File: src/sv/rbse_pkg.sv
// rbse_pkg: shared constants, codes, command/status types and the state
// transition function of the resync bitmap state engine. No dependencies.
`timescale 1ns / 1ps
package rbse_pkg;

    localparam int MAX_CHUNKS     = 130048;
    localparam int HEADER_ENTRIES = 1024;
    localparam int STORE_ENTRIES  = 131072;

    localparam int CW = 17;   // chunk index width
    localparam int SW = 3;    // stored state width

    // chunk states
    localparam logic [SW-1:0] ST_UNW   = 3'd0;
    localparam logic [SW-1:0] ST_CLEAN = 3'd1;
    localparam logic [SW-1:0] ST_DIRTY = 3'd2;
    localparam logic [SW-1:0] ST_NSYNC = 3'd3;
    localparam logic [SW-1:0] ST_NONE  = 3'd5;

    // modes
    localparam logic [3:0] MODE_WRITE = 4'd0;
    localparam logic [3:0] MODE_STALE = 4'd7;
    localparam logic [3:0] MODE_INIT  = 4'd8;
    localparam logic [3:0] MODE_FLUSH = 4'd9;

    // register indexes
    localparam logic [2:0] REG_PARITY = 3'd0;
    localparam logic [2:0] REG_HALT   = 3'd1;
    localparam logic [2:0] REG_SCLEAN = 3'd2;
    localparam logic [2:0] REG_CCOUNT = 3'd3;
    localparam logic [2:0] REG_BSHIFT = 3'd4;

    // kind of work decided at load
    localparam logic [1:0] K_NONE  = 2'd0;
    localparam logic [1:0] K_FLUSH = 2'd1;
    localparam logic [1:0] K_INIT  = 2'd2;
    localparam logic [1:0] K_WALK  = 2'd3;

    typedef struct packed {
        logic          parity;
        logic          halt;
        logic          sclean;
        logic [CW-1:0] n;      // live chunk count
        logic [3:0]    sh;     // live block shift, 9..12
    } t_cfg;

    typedef struct packed {
        logic load;
        logic clr;
        logic init_wr;
        logic rd_pos;
        logic rd_sp;
        logic eval;
        logic adv;
        logic sp_inc;
        logic inf_start;
        logic inf_ev;
        logic flush;
    } t_cmd;

    typedef struct packed {
        logic [1:0] kind;
        logic       clr_last;
        logic       at_end;
        logic       ev_mark;
        logic       ev_was;
        logic       sp_end;
        logic       found;
    } t_sts;

    function automatic logic [SW-1:0] f_next(input logic [SW-1:0] cur,
                                             input logic [2:0] mode);
        logic [8*SW-1:0] row;
        begin
            case (cur)
                3'd0: row = {3'd5, 3'd5, 3'd5, 3'd5, 3'd5, 3'd5, 3'd5, 3'd2};
                3'd1: row = {3'd3, 3'd0, 3'd5, 3'd5, 3'd5, 3'd5, 3'd5, 3'd2};
                3'd2: row = {3'd3, 3'd0, 3'd1, 3'd3, 3'd5, 3'd5, 3'd5, 3'd5};
                3'd3: row = {3'd5, 3'd0, 3'd5, 3'd5, 3'd5, 3'd5, 3'd4, 3'd5};
                3'd4: row = {3'd3, 3'd0, 3'd5, 3'd3, 3'd3, 3'd2, 3'd4, 3'd5};
                default: row = {8{ST_NONE}};
            endcase
            f_next = row[mode*SW +: SW];
        end
    endfunction

endpackage

File: src/sv/rbse_ctrl.sv
// rbse_ctrl: sequencer for clearing, init sweep, flush, range walk, block scan and
// infection passes. Depends on rbse_pkg; commands rbse_dp.
`timescale 1ns / 1ps
module rbse_ctrl (
    input  logic           i_clk,
    input  logic           i_rst_n,
    input  logic           i_start,
    output logic           o_busy,
    output logic           o_done,
    input  rbse_pkg::t_sts i_sts,
    output rbse_pkg::t_cmd o_cmd
);
    localparam logic [3:0] S_CLEAR  = 4'd0;
    localparam logic [3:0] S_IDLE   = 4'd1;
    localparam logic [3:0] S_DECIDE = 4'd2;
    localparam logic [3:0] S_FLUSH  = 4'd3;
    localparam logic [3:0] S_INIT   = 4'd4;
    localparam logic [3:0] S_RD     = 4'd5;
    localparam logic [3:0] S_EV     = 4'd6;
    localparam logic [3:0] S_SC_RD  = 4'd7;
    localparam logic [3:0] S_SC_EV  = 4'd8;
    localparam logic [3:0] S_IN_RD  = 4'd9;
    localparam logic [3:0] S_IN_EV  = 4'd10;
    localparam logic [3:0] S_NEXT   = 4'd11;
    localparam logic [3:0] S_DONE   = 4'd12;

    logic [3:0] r_state, n_state;

    always_comb begin
        n_state = r_state;
        o_cmd   = '0;
        case (r_state)
            S_CLEAR: begin
                o_cmd.clr = 1'b1;
                if (i_sts.clr_last) n_state = S_IDLE;
            end
            S_IDLE: begin
                if (i_start) begin
                    o_cmd.load = 1'b1;
                    n_state    = S_DECIDE;
                end
            end
            S_DECIDE: begin
                case (i_sts.kind)
                    rbse_pkg::K_FLUSH: n_state = S_FLUSH;
                    rbse_pkg::K_INIT:  n_state = S_INIT;
                    rbse_pkg::K_WALK:  n_state = S_RD;
                    default:           n_state = S_DONE;
                endcase
            end
            S_FLUSH: begin
                o_cmd.flush = 1'b1;
                n_state     = S_DONE;
            end
            S_INIT: begin
                o_cmd.init_wr = 1'b1;
                if (i_sts.at_end) n_state = S_DONE;
            end
            S_RD: begin
                o_cmd.rd_pos = 1'b1;
                n_state      = S_EV;
            end
            S_EV: begin
                o_cmd.eval = 1'b1;
                if (i_sts.ev_mark) begin
                    n_state = i_sts.ev_was ? S_IN_RD : S_SC_RD;
                end else if (i_sts.at_end) begin
                    n_state = S_DONE;
                end else begin
                    o_cmd.adv = 1'b1;
                    n_state   = S_RD;
                end
            end
            S_SC_RD: begin
                if (i_sts.sp_end) begin
                    n_state = S_NEXT;
                end else begin
                    o_cmd.rd_sp = 1'b1;
                    n_state     = S_SC_EV;
                end
            end
            S_SC_EV: begin
                if (i_sts.found) begin
                    o_cmd.inf_start = 1'b1;
                    n_state         = S_IN_RD;
                end else begin
                    o_cmd.sp_inc = 1'b1;
                    n_state      = S_SC_RD;
                end
            end
            S_IN_RD: begin
                if (i_sts.sp_end) begin
                    n_state = S_NEXT;
                end else begin
                    o_cmd.rd_sp = 1'b1;
                    n_state     = S_IN_EV;
                end
            end
            S_IN_EV: begin
                o_cmd.inf_ev = 1'b1;
                n_state      = S_IN_RD;
            end
            S_NEXT: begin
                if (i_sts.at_end) begin
                    n_state = S_DONE;
                end else begin
                    o_cmd.adv = 1'b1;
                    n_state   = S_RD;
                end
            end
            S_DONE: begin
                n_state = S_IDLE;
            end
            default: begin
                n_state = S_IDLE;
            end
        endcase
    end

    always_ff @(posedge i_clk) begin
        if (!i_rst_n) begin
            r_state <= S_CLEAR;
        end else begin
            r_state <= n_state;
        end
    end

    assign o_busy = r_state != S_IDLE;
    assign o_done = r_state == S_DONE;

    a_reset_clears: assert property (@(posedge i_clk) !i_rst_n |=> r_state == S_CLEAR)
        else $error("reset did not start the clearing pass");
    a_done_once: assert property (@(posedge i_clk) disable iff (!i_rst_n)
        o_done |=> !o_done && !o_busy)
        else $error("result strobe longer than one cycle");
    a_done_busy: assert property (@(posedge i_clk) disable iff (!i_rst_n)
        o_done |-> o_busy)
        else $error("result shown while accepting");
    a_adv_inside: assert property (@(posedge i_clk) disable iff (!i_rst_n)
        o_cmd.adv |-> !i_sts.at_end)
        else $error("walk advanced past the range end");

endmodule

File: config.mk
export PLATFORM = sky130hd
export DESIGN_NAME = rbse_ctrl
export DESIGN_NICKNAME = d
export VERILOG_FILES = /design/src/sv/rbse_pkg.sv /design/src/sv/rbse_ctrl.sv
export SDC_FILE = /design/constraint.sdc
export NUM_CORES = 1
export LEC_CHECK = 0
export BUFFER_PORTS_ARGS = -buffer_cell sky130_fd_sc_hd__buf_2
export CAP_MARGIN = 25
export CORE_MARGIN = 1
export CORE_UTILIZATION = 30
export CTS_CLUSTER_DIAMETER = 80
export DETAILED_ROUTE_END_ITERATION = 10
export GPL_TIMING_DRIVEN = 0
export RECOVER_POWER = 25
export SLEW_MARGIN = 0
export SYNTH_ARGS = -nofsm -noshare
export SYNTH_HDL_FRONTEND = slang
export SYNTH_SLANG_ARGS = --single-unit
File: constraint.sdc
create_clock -name i_clk -period 1.6 [get_ports i_clk]
set_input_delay 0.08 -clock i_clk [delete_from_list [all_inputs] [get_ports i_clk]]
set_output_delay 0.08 -clock i_clk [all_outputs]
set_load 0.01 [all_outputs]
==> results of run 1 <==
## routing by layer
| metal | GRT usage [%] | vias up | share of wire [%] |
|---|---|---|---|
| met5 | 0 | - | 0 |
| met4 | 4.85 | 0 | 1.1 |
| met3 | 3.60 | 2 | 2.9 |
| met2 | 27.0 | 16 | 46 |
| met1 | 23.3 | 325 | 50 |
| li1 | - | 352 | - |
## worst max-delay path, cell delays in order, from the launching register on
cell and delay, ns:
dfxtp_1 0.28, buf_2 0.17, clkbuf_4 0.20, nor2_1 0.23, and3_1 0.19, buf_2 0.12
## through the flow
step / util [%] / power (mW) / worst slack, ns / instance area [µm²]
finish: 43.0 / 0.453 / 0.0935 / 743
global route: 43.0 / 0.483 / 0.0226 / 743
floorplan: - / 0.256 / 0.316 / 554
global placement: 40.6 / 0.317 / 0.211 / 701
detailed placement: 40.6 / 0.320 / 0.207 / 701
CTS: 42.1 / 0.448 / 0.0258 / 727
## layout make-up
cell class | count | share of cell area [%]
flip-flops and latches | 4 | 11.3
multi-input cells | 66 | 57.2
repair buffers | 23 | 15.3
plain buffers | 7 | 6.90
inverters | 4 | 2.02
well taps | 25 | 4.21
clock buffers | 3 | 3.03
## synth_stat cells, drive strengths merged
cell      n
dfxtp     4
o311ai    2
nor4      2
o21bai    1
nor3b     1
nand2b    5
nand2     4
o211a     1
nor2     10
o21ai     4
o311a     1
mux2i     1
nor4b     2
o211ai    1
buf       8
nor2b     5
mux2      1
a2bb2oi   2
and3      3
nor3      5
a21o      2
a221oi    1
or3b      1
a31oi     1
o22ai     1
nand3b    1
nand4b    1
o221ai    1
inv       4
a21oi     6
## what timing repair did
item / in CTS / in global routing
endpoints found under the setup margin: 1 / 3
pin swaps: 0 / 0
gates resized for setup: 2 / 11
## power breakdown
part	internal (mW)	leakage (nW)	switching (mW)
combinational	0.0985	0.315	0.113
clock	0.0836	0.0138	0.0376
sequential	0.109	0.0338	0.0103
total	0.292	0.363	0.161
## cell families (layout without fill, tap and decap cells)
group / Yosys count / after routing
AND/OR/NAND/NOR: 40 / 40
AO/OA/AOI/OAI: 24 / 24
buffers and inverters: 12 / 37
flip-flops: 4 / 4
multiplexers: 2 / 2
## worst paths after layout
check	to	slack, ns
hold reg to reg	r_state[2]$_SDFFE_PN0P_	0.74
setup / recovery	o_cmd[7]	0.09
setup reg to reg	r_state[1]$_SDFFE_PN0P_	0.24
hold / removal	r_state[2]$_SDFFE_PN0P_	0.11
==> results.yml, run 1 <==
flow_run:
  maxCapViolations: 0
timing:
  whs_ns: 0.108
  rsz0062_at_grt: "false"
  finalCritPeriodShare_pct: 94.2
  fin_skew_ns: 0.0000641
  setup_viol: 0
  worst_slew_pin_slew_ns: 0.350
  setup_tns_ns: 0
  hold_violations: 0
  fin_crit_ns: 1.51
  slew_headroom_pct: 76.7
  clock.fmax_mhz: 664
  slew_viol_final: 0
yosys:
  syn_inst: 82
  synth_top_family_by_area: "simple AND/OR/NAND/NOR gates"
  ys_ff_latch: 4
  mappedNetlistArea_um2: 554
  synthDistinctLibCells: 34
  synth-simple-area-share_pct: 40.0
  synth_top_area_share_pct: 14.4
  yosysSeqAreaShare_pct: 14.4
  synthMuxAreaShare_pct: 3.84
  yosys-top-cells-area: "dfxtp_1 (14%), nor2_1 (6.8%), nand2b_1 (5.6%), nor2b_1 (5.6%), a21oi_1 (5.4%)"
  synth_xor_area_share_pct: 0
  avgSynthCellArea_um2: 6.76
  yosys.area.top_type: "dfxtp_1"
  syn-num-nets: 93
  yosys.area_share.adder_pct: 0
  ys_warn_count: 0
  synth-compound-area-share_pct: 31.2
die:
  chipWidth_um: 45.0
  fp.dieArea_um2: 2020
  core-area_um2: 1730
  rows: 15
  start_util_pct: 32.1
  die_h_um: 45.0
  io_pins: 24
min_path:
  hp-class: "primary input to flop"
  min_from: "i_rst_n"
  whs_path_depth: 3
routing:
  vias: 695
  drc_errors: 0
  drt_iter0_drc: 16
  drtAntennaViolNets: 0
  drt_wl_total_mm: 1.59
  drtPass1Iterations: 4
  viasPerCell: 5.27
  wl_per_cell_um: 12.1
cells_and_area:
  fin_cells: 132
  ff_latch_area_um2: 83.8
  fill_cells: 202
  top_register: "r_state"
  largest_reg_flops: 4
  final_nets: 120
  area_growth_pct: 34.1
  reg_top3: "r_state x4"
  mostFrequentLayoutCells: "buf_2 (24), nor2_1 (10), a21oi_1 (6)"
  final_common_cell: "buf_2"
  drive_gt1_share_pct: 37.4
  multiInputGateArea_um2: 425
  diodes: 0
worst_setup_path:
  reg2reg_depth: 5
  cp.arrival_ns: 1.43
  worstSetupStartpointType: "flop"
  critPathCaptureType: "output port"
  worst-path-max-fanout: 10
  critPathLaunch: "r_state[1]$_SDFFE_PN0P_"
  path_class: "flop to output port"
  worstPathRequired_ns: 1.52
  timing.rr.start: "r_state[0]$_SDFFE_PN0P_"
grt:
  gr-total-overflow: 0
  grtUsageTotal_pct: 17.1
  antenna_found_initial: 0
  grt_pass1_vias: 600
  grt_pass1_wl_mm: 2.62
  grt_max_degree: 11
placement:
  gp_congestion: 0.825
  hpwl_mm: 1.21
  dp_cells: 130
  io_buffers: 23
cts:
  cts_buffer_depth: 2
  hold_buffers: 0
  cts_buffers: 3
  clock-sinks: 4
  ctsHtreeMaxLevel: 1
  cts_root_buffer: "clkbuf_4"
  insertion_delay_ns: 0.23
  cts_tree: "yes"
  cts_setup_buffers: 0
  path_clk_slew_ns: 0.03
pwr:
  powerDensity_nw_per_um2: 609
  power_leakage_nw: 0.363
  vdd_drop_max_mv: 0.263
run_status:
  outcome: "complete, no violations"
(Power assumes the default switching activity.)
==> run 2, diff against run 1 <==
--- a/config.mk
+++ b/config.mk
@@ -7,11 +7,14 @@
 export LEC_CHECK = 0
 export BUFFER_PORTS_ARGS = -buffer_cell sky130_fd_sc_hd__buf_2
 export CAP_MARGIN = 25
+export CELL_PAD_IN_SITES_DETAIL_PLACEMENT = 0
+export CELL_PAD_IN_SITES_GLOBAL_PLACEMENT = 1
 export CORE_MARGIN = 1
 export CORE_UTILIZATION = 30
 export CTS_CLUSTER_DIAMETER = 80
 export DETAILED_ROUTE_END_ITERATION = 10
 export GPL_TIMING_DRIVEN = 0
+export PLACE_DENSITY_LB_ADDON = 0.1
 export RECOVER_POWER = 25
 export SLEW_MARGIN = 0
 export SYNTH_ARGS = -nofsm -noshare
==> run 2 against run 1 <==
  * Critical path depth did not move
  * Cell count grew 0.76%
  * Sequential power about the same
  * Non-clock buffer count rose by 1
  * Register-to-register slack about the same
  * Sequential share of layout area is 0.51 points lower
  * Count of clock-buffer cells in the layout unchanged
  * Critical path type unchanged
  * Largest power group unchanged
==> results.yml, run 2 (synthesis results as in run 1) <==
run_status:
  outcome: "complete, no violations"
die:
  io_pins: 24
  core-area_um2: 1730
  fp.dieArea_um2: 2020
  start_util_pct: 32.1
  rows: 15
  chipWidth_um: 45.0
  die_h_um: 45.0
worst_setup_path:
  path_class: "flop to output port"
  reg2reg_depth: 5
  worstSetupStartpointType: "flop"
  worst-path-max-fanout: 10
  critPathLaunch: "r_state[1]$_SDFFE_PN0P_"
  cp.arrival_ns: 1.43
  r2r_setup_slack_ns: 0.24
  r2r-end: "r_state[1]$_SDFFE_PN0P_"
  critPathCaptureType: "output port"
  timing.rr.start: "r_state[0]$_SDFFE_PN0P_"
  worstPathRequired_ns: 1.52
timing:
  worst_slew_pin_slew_ns: 0.362
  clock.fmax_mhz: 661
  fin_skew_ns: 0.0130
  setup_tns_ns: 0
  layout_setup_ws_ns: 0.0861
  finalCritPeriodShare_pct: 94.6
  slew_headroom_pct: 75.9
  setup_viol: 0
  slew_viol_final: 0
  hold_violations: 0
  rsz0062_at_grt: "false"
  fin_crit_ns: 1.51
  whs_ns: 0.0946
grt:
  grtUsageTotal_pct: 19.0
  gr-total-overflow: 0
  grt_pass1_vias: 608
  grt_pass1_wl_mm: 2.82
  use_met2_pct: 30.4
  grt-busiest-layer: "met2"
  grt_max_degree: 11
  antenna_found_initial: 0
  gr-usage-met1_pct: 27.2
  gr-usage-met3_pct: 4.80
routing:
  viasPerCell: 5.33
  drt_wl_total_mm: 1.77
  drtAntennaViolNets: 0
  drtPass1Iterations: 5
  drc_errors: 0
  wl_per_cell_um: 13.3
  drt_iter0_drc: 13
  vias: 709
pwr:
  vdd_drop_max_mv: 0.646
  powerDensity_nw_per_um2: 606
  power_leakage_nw: 0.372
cells_and_area:
  final_util_pct: 44.4
  final_common_cell: "buf_2"
  mostFrequentLayoutCells: "buf_2 (25), nor2_1 (10), a21oi_1 (6)"
  fin_cells: 133
  reg_top3: "r_state x4"
  fill_cells: 204
  diodes: 0
  largest_reg_flops: 4
  drive_gt1_share_pct: 38.0
  area_growth_pct: 38.4
  top_register: "r_state"
  final_nets: 121
placement:
  dp_slack_ns: 0.196
  hpwl_mm: 1.27
  dp_cells: 130
  gp_congestion: 0.724
  io_buffers: 23
cts:
  cts_tree: "yes"
  cts_root_buffer: "clkbuf_4"
  cts_buffer_depth: 2
  insertion_delay_ns: 0.24
  path_clk_slew_ns: 0.05
  clock-sinks: 4
  ctsHtreeMaxLevel: 1
  cts_buffers: 3
min_path:
  min_to: "r_state[0]$_SDFFE_PN0P_"
  whs_path_depth: 2
  hp-class: "primary input to flop"
  min_from: "i_rst_n"
flow_run:
  maxCapViolations: 0
## run 2: stage by stage
step,area [µm²],total power [mW]
2_1_floorplan,554,0.256
3_3_place_gp,701,0.321
4_1_cts,727,0.455
3_5_place_dp,701,0.319
6_report,767,0.465
5_1_grt,767,0.500
## run 2: layout make-up
class | count | area (µm²) | share of cell area [%]
Sequential cell | 4 | 82.6 | 10.8
Multi-Input combinational cell | 66 | 442 | 57.6
Buffer | 8 | 60.1 | 7.83
Tap cell | 25 | 31.3 | 4.08
Clock buffer | 3 | 22.5 | 2.94
Inverter | 4 | 15.0 | 1.96
Timing Repair Buffer | 23 | 114 | 14.8
## run 2: worst max path at each step
| stage | end | slack, ns | depth (start not counted) |
|---|---|---|---|
| CTS | o_cmd[4] | 0.0004 | 6 |
| global route | o_cmd[2] | 0.005 | 4 |
| detailed placement | o_cmd[4] | 0.20 | 5 |
| global placement | o_cmd[4] | 0.18 | 5 |
| floorplan | o_cmd[4] | 0.32 | 5 |
| finish | o_cmd[10] | 0.09 | 5 |
## run 2: worst max-delay path: stages, from the launching register on
cell      delay (ns)
dfxtp_1         0.30
buf_2           0.17
clkbuf_4        0.20
nor2_1          0.21
and3_1          0.19
buf_2           0.12
## run 2: metal layers
layer	share of wire, %	routed length (µm)
met5	0	0
met4	0.34	6
met1	48	841
met2	46	805
met3	6.6	116
## run 2: what timing repair did
action                                 4_1_cts  5_1_grt
hold buffers                                 0        0
endpoints found under the hold margin        0        0
gates resized for setup                      2       14
buffers inserted                             0        0
setup endpoints to repair                    2        3
cloned                                       0        0
pin swaps                                    0        1
## run 2: power breakdown
| group | switching [mW] | internal, mW | total (mW) |
|---|---|---|---|
| Clock | 0.0449 | 0.0841 | 0.129 |
| Sequential | 0.00972 | 0.109 | 0.119 |
| Combinational | 0.116 | 0.100 | 0.217 |
==> run 3, diff against run 2 <==
--- a/config.mk
+++ b/config.mk
@@ -16,6 +16,7 @@
 export GPL_TIMING_DRIVEN = 0
 export PLACE_DENSITY_LB_ADDON = 0.1
 export RECOVER_POWER = 25
+export SETUP_SLACK_MARGIN = 0.15
 export SLEW_MARGIN = 0
 export SYNTH_ARGS = -nofsm -noshare
 export SYNTH_HDL_FRONTEND = slang
==> run 3 against run 2 <==
  * Largest power group unchanged
  * Clock skew hardly changed
  * Critical path depth stayed put
  * Sequential cell count stayed put
==> results.yml, run 3 (synthesis results as in run 1) <==
run_status:
  outcome: "complete, no violations"
grt:
  use_met2_pct: 30.1
  grtUsageTotal_pct: 19.1
  grt_pass1_vias: 609
  gr-usage-met3_pct: 6.00
  gr-total-overflow: 0
  grt_max_degree: 11
  gr-usage-met1_pct: 27.2
  grt_pass1_wl_mm: 2.84
  antenna_found_initial: 0
  grt-busiest-layer: "met2"
cts:
  hold_buffers: 0
  cts_buffer_depth: 2
  path_clk_slew_ns: 0.05
  clock-sinks: 4
  cts_buffers: 3
  insertion_delay_ns: 0.24
  cts_root_buffer: "clkbuf_4"
  cts_tree: "yes"
  ctsHtreeMaxLevel: 1
timing:
  setup_viol: 0
  layout_setup_ws_ns: 0.177
  clock.fmax_mhz: 703
  fin_crit_ns: 1.42
  hold_violations: 0
  rsz0062_at_grt: "true"
  setup_tns_ns: 0
  fin_skew_ns: 0.0134
  finalCritPeriodShare_pct: 89.0
  worst_slew_pin_slew_ns: 0.359
  slew_headroom_pct: 76.0
  slew_viol_final: 0
worst_setup_path:
  path_cells: "buf_6, buf_4, o311ai_2, inv_2, o311a_1"
  worst-path-max-fanout: 5
  cp.arrival_ns: 1.55
  worstPathRequired_ns: 1.73
  timing.rr.start: "r_state[3]$_SDFFE_PN0P_"
  r2r_setup_slack_ns: 0.18
  critPathCaptureType: "flop"
  r2r-end: "r_state[0]$_SDFFE_PN0P_"
  crit_path_max_incr_delay_ns: 0.38
  path_class: "flop to flop"
  reg2reg_depth: 5
  critPathBufInv: 3
  worstSetupStartpointType: "flop"
  cp_slowest_cell: "o311ai_2"
  path_delay_family: "compound AO/OA/AOI/OAI gates"
cells_and_area:
  largest_reg_flops: 4
  reg_top3: "r_state x4"
  area_growth_pct: 61.9
  top_register: "r_state"
  diodes: 0
  drive_gt1_share_pct: 47.4
  final_common_cell: "buf_2"
  final_nets: 129
  mostFrequentLayoutCells: "buf_2 (22), buf_4 (9), nor2_1 (9)"
  fill_cells: 193
die:
  die_h_um: 45.0
  rows: 15
  io_pins: 24
  chipWidth_um: 45.0
  fp.dieArea_um2: 2020
  core-area_um2: 1730
  start_util_pct: 32.1
min_path:
  min_to: "r_state[0]$_SDFFE_PN0P_"
  whs_path_depth: 2
  min_from: "i_rst_n"
  hp-class: "primary input to flop"
placement:
  dp_slack_ns: 0.196
  gp_congestion: 0.724
  io_buffers: 23
  hpwl_mm: 1.27
routing:
  drt_wl_total_mm: 1.89
  viasPerCell: 5.22
  drc_errors: 0
  vias: 736
  drt_iter0_drc: 15
  wl_per_cell_um: 13.4
  drtPass1Iterations: 4
  drtAntennaViolNets: 0
pwr:
  powerDensity_nw_per_um2: 559
  p_total_uw: 502
  power_leakage_nw: 0.426
  vdd_drop_max_mv: 0.533
flow_run:
  maxCapViolations: 0
==> run 3: how the worst max path moves through the flow <==
stage	endpoint	depth (start not counted)	start	slack, ns
6_report	r_state[0]$_SDFFE_PN0P_	5	r_state[3]$_SDFFE_PN0P_	0.18
5_1_grt	o_cmd[10]	6	r_state[2]$_SDFFE_PN0P_	0.13
3_3_place_gp	o_cmd[4]	5	r_state[3]$_SDFFE_PN0P_	0.18
3_5_place_dp	o_cmd[4]	5	r_state[3]$_SDFFE_PN0P_	0.20
2_1_floorplan	o_cmd[4]	5	r_state[3]$_SDFFE_PN0P_	0.32
4_1_cts	o_cmd[4]	5	r_state[0]$_SDFFE_PN0P_	0.12
==> run 3: power by group <==
part / internal, mW / switching, mW / total, mW
sequential: 0.108 / 0.0101 / 0.119
combinational: 0.127 / 0.127 / 0.254
clock: 0.0841 / 0.0451 / 0.129
total: 0.320 / 0.182 / 0.502
==> run 3: routing by layer <==
metal / share of wire (%) / vias to the layer above
met5: 0 / -
met2: 49 / 27
met1: 45 / 335
met4: 0 / 0
li1: - / 374
met3: 6.0 / 0
==> run 3: area by class of cell <==
cell class	instances	area (µm²)	share of cell area (%)
buffer	8	90.1	10.0
timing repair buffer	31	170	19.0
tap	25	31.3	3.49
inverter	4	15.0	1.67
sequential	4	86.3	9.62
multi-input combinational	66	482	53.7
clock buffer	3	22.5	2.51
==> run 3: per-stage QoR <==
| stage | hold slack [ns] | utilization [%] | cells | instance area (µm²) |
|---|---|---|---|---|
| after floorplan | 0.198 | - | 82 | 554 |
| after global placement | 0.355 | 40.6 | 130 | 701 |
| after detailed placement | 0.355 | 40.6 | 130 | 701 |
| after CTS | 0.0896 | 44.2 | 133 | 763 |
| after global routing | 0.106 | 52.0 | 141 | 897 |
| final | 0.0918 | 52.0 | 141 | 897 |
==> run 3: timing repair <==
action | in CTS | in global routing
buffers inserted | 0 | 7
pin swaps | 0 | 2
cloned | 0 | 1
endpoints found under the setup margin | 10 | 9
resized for setup | 13 | 21
